`src/design/sba_pkg.sv`:
```
`default_nettype none
// ----------------------------------------------------------------------------
// sba_pkg - shared types and constants of the slot bitmap allocator
// Command and status codes, sequencer states and the scan unit's status word.
// ----------------------------------------------------------------------------
package sba_pkg;

	// Default pool size and fixed field widths
	localparam int SLOTS_DEF  = 256;
	localparam int ID_W       = 10;
	localparam int STAMP_W    = 32;
	localparam int SLOT_OUT_W = 8;
	localparam int CNT_OUT_W  = 9;

	// Bitmap bits looked at by the scan unit in one cycle (power of two)
	localparam int SCAN_W     = 32;

	typedef enum logic [1:0] {
		CMD_ALLOC_NEXT = 2'd0,
		CMD_ALLOC_ID   = 2'd1,
		CMD_RELEASE    = 2'd2,
		CMD_INSPECT    = 2'd3
	} cmd_t;

	typedef enum logic [1:0] {
		STAT_DONE      = 2'd0,
		STAT_NO_FREE   = 2'd1,
		STAT_RANGE     = 2'd2,
		STAT_BAD_STATE = 2'd3
	} stat_t;

	typedef enum logic [1:0] {
		ST_IDLE,
		ST_SCAN,
		ST_READ,
		ST_EXEC
	} state_t;

	// Scan unit status toward the sequencer
	typedef struct packed {
		logic hit;   // current window holds a free slot
		logic last;  // current window is the final one
	} scan_t;

endpackage : sba_pkg
`default_nettype wire

```
`src/design/sba_scan.sv`:
```
`default_nettype none
// ----------------------------------------------------------------------------
// sba_scan - first-fit search over the free bitmap
// Walks the bitmap one window per cycle and encodes the lowest free slot.
// ----------------------------------------------------------------------------
module sba_scan #(
	parameter int SLOTS = sba_pkg::SLOTS_DEF
) (
	input  wire logic                     clk,
	input  wire logic                     arst_n,
	input  wire logic                     clear,
	input  wire logic                     step,
	input  wire logic [SLOTS-1:0]         free_map,
	output sba_pkg::scan_t                res,
	output logic      [$clog2(SLOTS)-1:0] idx
);
	import sba_pkg::*;

	localparam int IW  = $clog2(SLOTS);
	localparam int NCH = (SLOTS + SCAN_W - 1) / SCAN_W;
	localparam int CHW = (NCH > 1) ? $clog2(NCH) : 1;
	localparam int PW  = NCH * SCAN_W;
	localparam int PEW = $clog2(SCAN_W);

	logic [CHW-1:0]    chunk_q;
	logic [PW-1:0]     pad_map;
	logic [SCAN_W-1:0] win;
	logic [PEW-1:0]    pe;

	// Pad past the pool with zeros so those bits never read as free
	assign pad_map = PW'(free_map);
	assign win     = pad_map[chunk_q*SCAN_W +: SCAN_W];

	// Encode the lowest set bit of the window
	always_comb begin
		pe = '0;
		for (int i = SCAN_W - 1; i >= 0; i--) begin
			if (win[i]) begin
				pe = PEW'(i);
			end
		end
	end

	assign res.hit  = |win;
	assign res.last = (chunk_q == CHW'(NCH - 1));
	assign idx      = IW'({chunk_q, pe});

	// Restart at window zero, advance one window per step
	always_ff @(posedge clk or negedge arst_n) begin
		if (!arst_n) begin
			chunk_q <= '0;
		end else if (clear) begin
			chunk_q <= '0;
		end else if (step) begin
			chunk_q <= chunk_q + 1'b1;
		end
	end

endmodule : sba_scan
`default_nettype wire

```
`config.mk`:
```
export PLATFORM = sky130hd
export DESIGN_NAME = sba_scan
export DESIGN_NICKNAME = d
export VERILOG_FILES = /design/src/design/sba_pkg.sv /design/src/design/sba_scan.sv
export SDC_FILE = /design/constraint.sdc
export NUM_CORES = 1
export LEC_CHECK = 0
export ABC_AREA = 1
export BUFFER_PORTS_ARGS = -buffer_cell sky130_fd_sc_hd__buf_2
export CAP_MARGIN = 20
export CORE_MARGIN = 3
export CORE_UTILIZATION = 25
export DETAILED_ROUTE_END_ITERATION = 16
export PLACE_DENSITY = 0.61
export SLEW_MARGIN = 20
export SYNTH_ARGS = -nofsm -noshare
export SYNTH_HDL_FRONTEND = slang
export SYNTH_SLANG_ARGS = --single-unit
export TNS_END_PERCENT = 1
```
`constraint.sdc`:
```
create_clock -name clk -period 3.43 [get_ports clk]
set_input_delay 0.1715 -clock clk [delete_from_list [all_inputs] [get_ports clk]]
set_output_delay 0.1715 -clock clk [all_outputs]
set_load 0.05 [all_outputs]
```
==> metrics <==
register area share after synthesis=2.634%; largest registers=chunk_q (3); syn_nets=865; type of the most critical hold path=in -> reg; Placement Cell Area=4219 sq um; Max Freq=306.3 MHz; via count=4740; Final TNS setup=0 ns; PD cells=209.8 nW/um^2; peak supply drop=0.0001678 V; WP data required=3.26 ns; Final Hold Viols=0; placed cell count=979; DRT Pass-1 Iters=4; most frequent CP cell=nand2_1; fin crit share=95.19%; max cap viols=0; RSZ-0062 raised after global routing=true; Top delay family on crit path=simple AND/OR/NAND/NOR gates; Worst Max-Slew Pin Slew=0.5692 ns; skew final=0.0001856 ns; Slowest-stage cell, CP=dfrtp_4; Initial Utilization=25.95%; Antenna Violating Nets Remaining=0; Tot GR Track Use=17.39%; DRT Wirelength=12620 microns; final setup vio count=0; DIE AREA=12720 sq um; drt drc=0; largest net degree at the start of global routing=66; Root Buffer=clkbuf_16; Via density=4.793; Longest Clk Path Bufs=2; Reg with most FFs=chunk_q; clock-pin slew on the worst setup and hold paths=0.03 ns; post-layout min period=3.265 ns; outcome=completed; syn_area_per_cell=4.727 sq um; Final #Nets=1112; critical path peak fanout=32; total gr overflow=0; CTS tree=done; PortBufs=269; largest stage delay on the critical path=0.56 ns; Buf/Inv on CP=3; n_diodes=0; CP arrival=3.09 ns; headroom to the max-slew limit=62.06%; first-pass GRT wire length=19130 microns; dpl hpwl=10050 microns; CTS Sinks=3; final-report max-slew violation count=0; Non-Filler Instances=989; flops & latches, synth=3; max reg flops=3; final instance area=4434 sq um; initial antenna violation count=0; number of global-route vias before repair=4287; io pins=270; 1st-iter DRT viols=235; Setup crit end kind=output port; clock latency on the worst-skew pair=0.23 ns; fraction of layout cells with a size suffix above 1=35.81%; GP Congestion=0.8445; Chip Height=112.8 microns; post-synth cell types=26; Num CTS Buffers=3; H-tree depth=1; WL/cell=12.76 microns; Ys Warns=0; total core area=10980 sq um; Setup Crit Path Kind=reg -> out; die width=112.8 microns; FP Rows=38; CP startpoint kind=register; Area growth syn-to-layout=55.57%; leakage=2.554 nW; Post-Syn Area=2850 sq um; Post-Syn Instances=603; crit path setup slack, layout=0.1648 ns; pre-CTS setup slack=0.2427 ns
synth_stat cells:
master    instances  area (sq um)
nor2_1          143         536.8
inv_1            64         240.2
o21ai_1          11         55.05
buf_4            10         75.07
o311ai_0          1         8.760
inv_2             3         11.26
o21ai_0         135         675.7
nor3_1            1         5.000
mux2i_1           3         30.03
o22ai_1          53         331.6
nand4_1           1         6.260
buf_6             6         67.56
a31oi_1           3         18.77
or2_2             1         6.260
dfrtp_1           3         75.07
buf_2            17         85.08
o221ai_1          1         8.760
nand2_1         107         401.6
ha_1              2         25.02
a21oi_2           2         17.52
nand3_1          19         95.09
a211oi_1          1         7.510
clkbuf_2          1         5.000
a21oi_1           1         5.000
a21boi_1          1         7.510
clkbuf_1         13         48.80
through the flow:
stage	utilization [%]	hold WS, ns	power (W)
floorplan	-	-0.1241	0.0004840
global placement	38.41	-0.02558	0.0007099
detailed placement	38.41	-0.02742	0.0007109
CTS	39.26	0.2268	0.0009052
global route	40.37	0.2756	0.001040
finish	40.37	0.2252	0.0009303
routing by layer:
layer	share of wire [%]	global-route usage [%]	up-vias
met2	49	32.42	211
li1	-	-	2492
met4	1.2	2.404	0
met1	41	21.57	2025
met3	9.0	2.513	12
met5	0	0	-
cell type report:
type / instances / area, sq um
sequential: 3 / 80.08
fill: 1324 / 6549
inverter: 67 / 259.0
clock buffer: 4 / 78.83
timing repair buffer: 289 / 1584
multi-input combinational: 486 / 2257
tap: 140 / 175.2
placed cells by master (no fill, tap or decap):
| master | netlist | final |
|---|---|---|
| clkbuf_1 | 13 | 1 |
| inv_2 | 3 | 2 |
| ha_1 | 2 | 2 |
| o22ai_1 | 53 | 53 |
| o21ai_1 | 11 | 15 |
| nand2_2 | 0 | 2 |
| dfrtp_4 | 0 | 1 |
| buf_6 | 6 | 2 |
| inv_1 | 64 | 64 |
| nand2_1 | 107 | 105 |
| dfrtp_2 | 0 | 1 |
| nor2_2 | 0 | 2 |
| dfrtp_1 | 3 | 1 |
| buf_4 | 10 | 15 |
| inv_8 | 0 | 1 |
| nand3_1 | 19 | 19 |
| a21boi_1 | 1 | 1 |
| o221ai_1 | 1 | 1 |
| a21oi_2 | 2 | 2 |
| buf_16 | 0 | 1 |
| o21ai_0 | 135 | 131 |
| nand4_1 | 1 | 1 |
| or2_2 | 1 | 1 |
| clkbuf_16 | 0 | 6 |
| buf_2 | 17 | 267 |
| nor2_1 | 143 | 141 |
| a31oi_1 | 3 | 3 |
| a211oi_2 | 0 | 1 |
| nor3_1 | 1 | 1 |
| mux2i_1 | 3 | 3 |
| a21oi_1 | 1 | 1 |
| dlygate4sd3_1 | 0 | 1 |
| o311ai_1 | 0 | 1 |
worst min-delay path, stage by stage:
cell     delay [ns]
buf_2          0.11
nand3_1        0.07
o21ai_0        0.06
worst paths after layout:
kind,startpoint,to,slack [ns],cells after the start
max,chunk_q[0],idx[0],0.16,30
min,step,chunk_q[0],0.23,3
max reg2reg,chunk_q[0],chunk_q[2],1.64,5
min reg2reg,chunk_q[2],chunk_q[2],0.85,4
max in group asynchronous,arst_n,chunk_q[0],3.03,2
min in group asynchronous,arst_n,chunk_q[0],0.27,2
timing repair:
item,4_1_cts,5_1_grt
hold endpoints to repair,3,0
cloned,0,3
hold buffers,1,0
endpoints found under the setup margin,1,2
setup buffers,0,2
resized for setup,1,17
kinds of logic (layout without fill, tap and decap cells):
group	count (synthesis)	count (layout)	synth area share (%)
compound gates	209	209	39.86
buf+inv	114	360	18.70
mux	3	3	1.054
simple gates	272	272	36.87
flops	3	3	2.634
fa+ha+maj	2	2	0.8778
report_power, final:
group / leakage [nW] / internal (W) / switching (W)
Sequential: 0.0374 / 0.0000385 / 0.00000587
Clock: 0.0382 / 0.000154 / 0.0000344
Combinational: 2.48 / 0.000304 / 0.000394
Power figures use the tool's default switching activity.
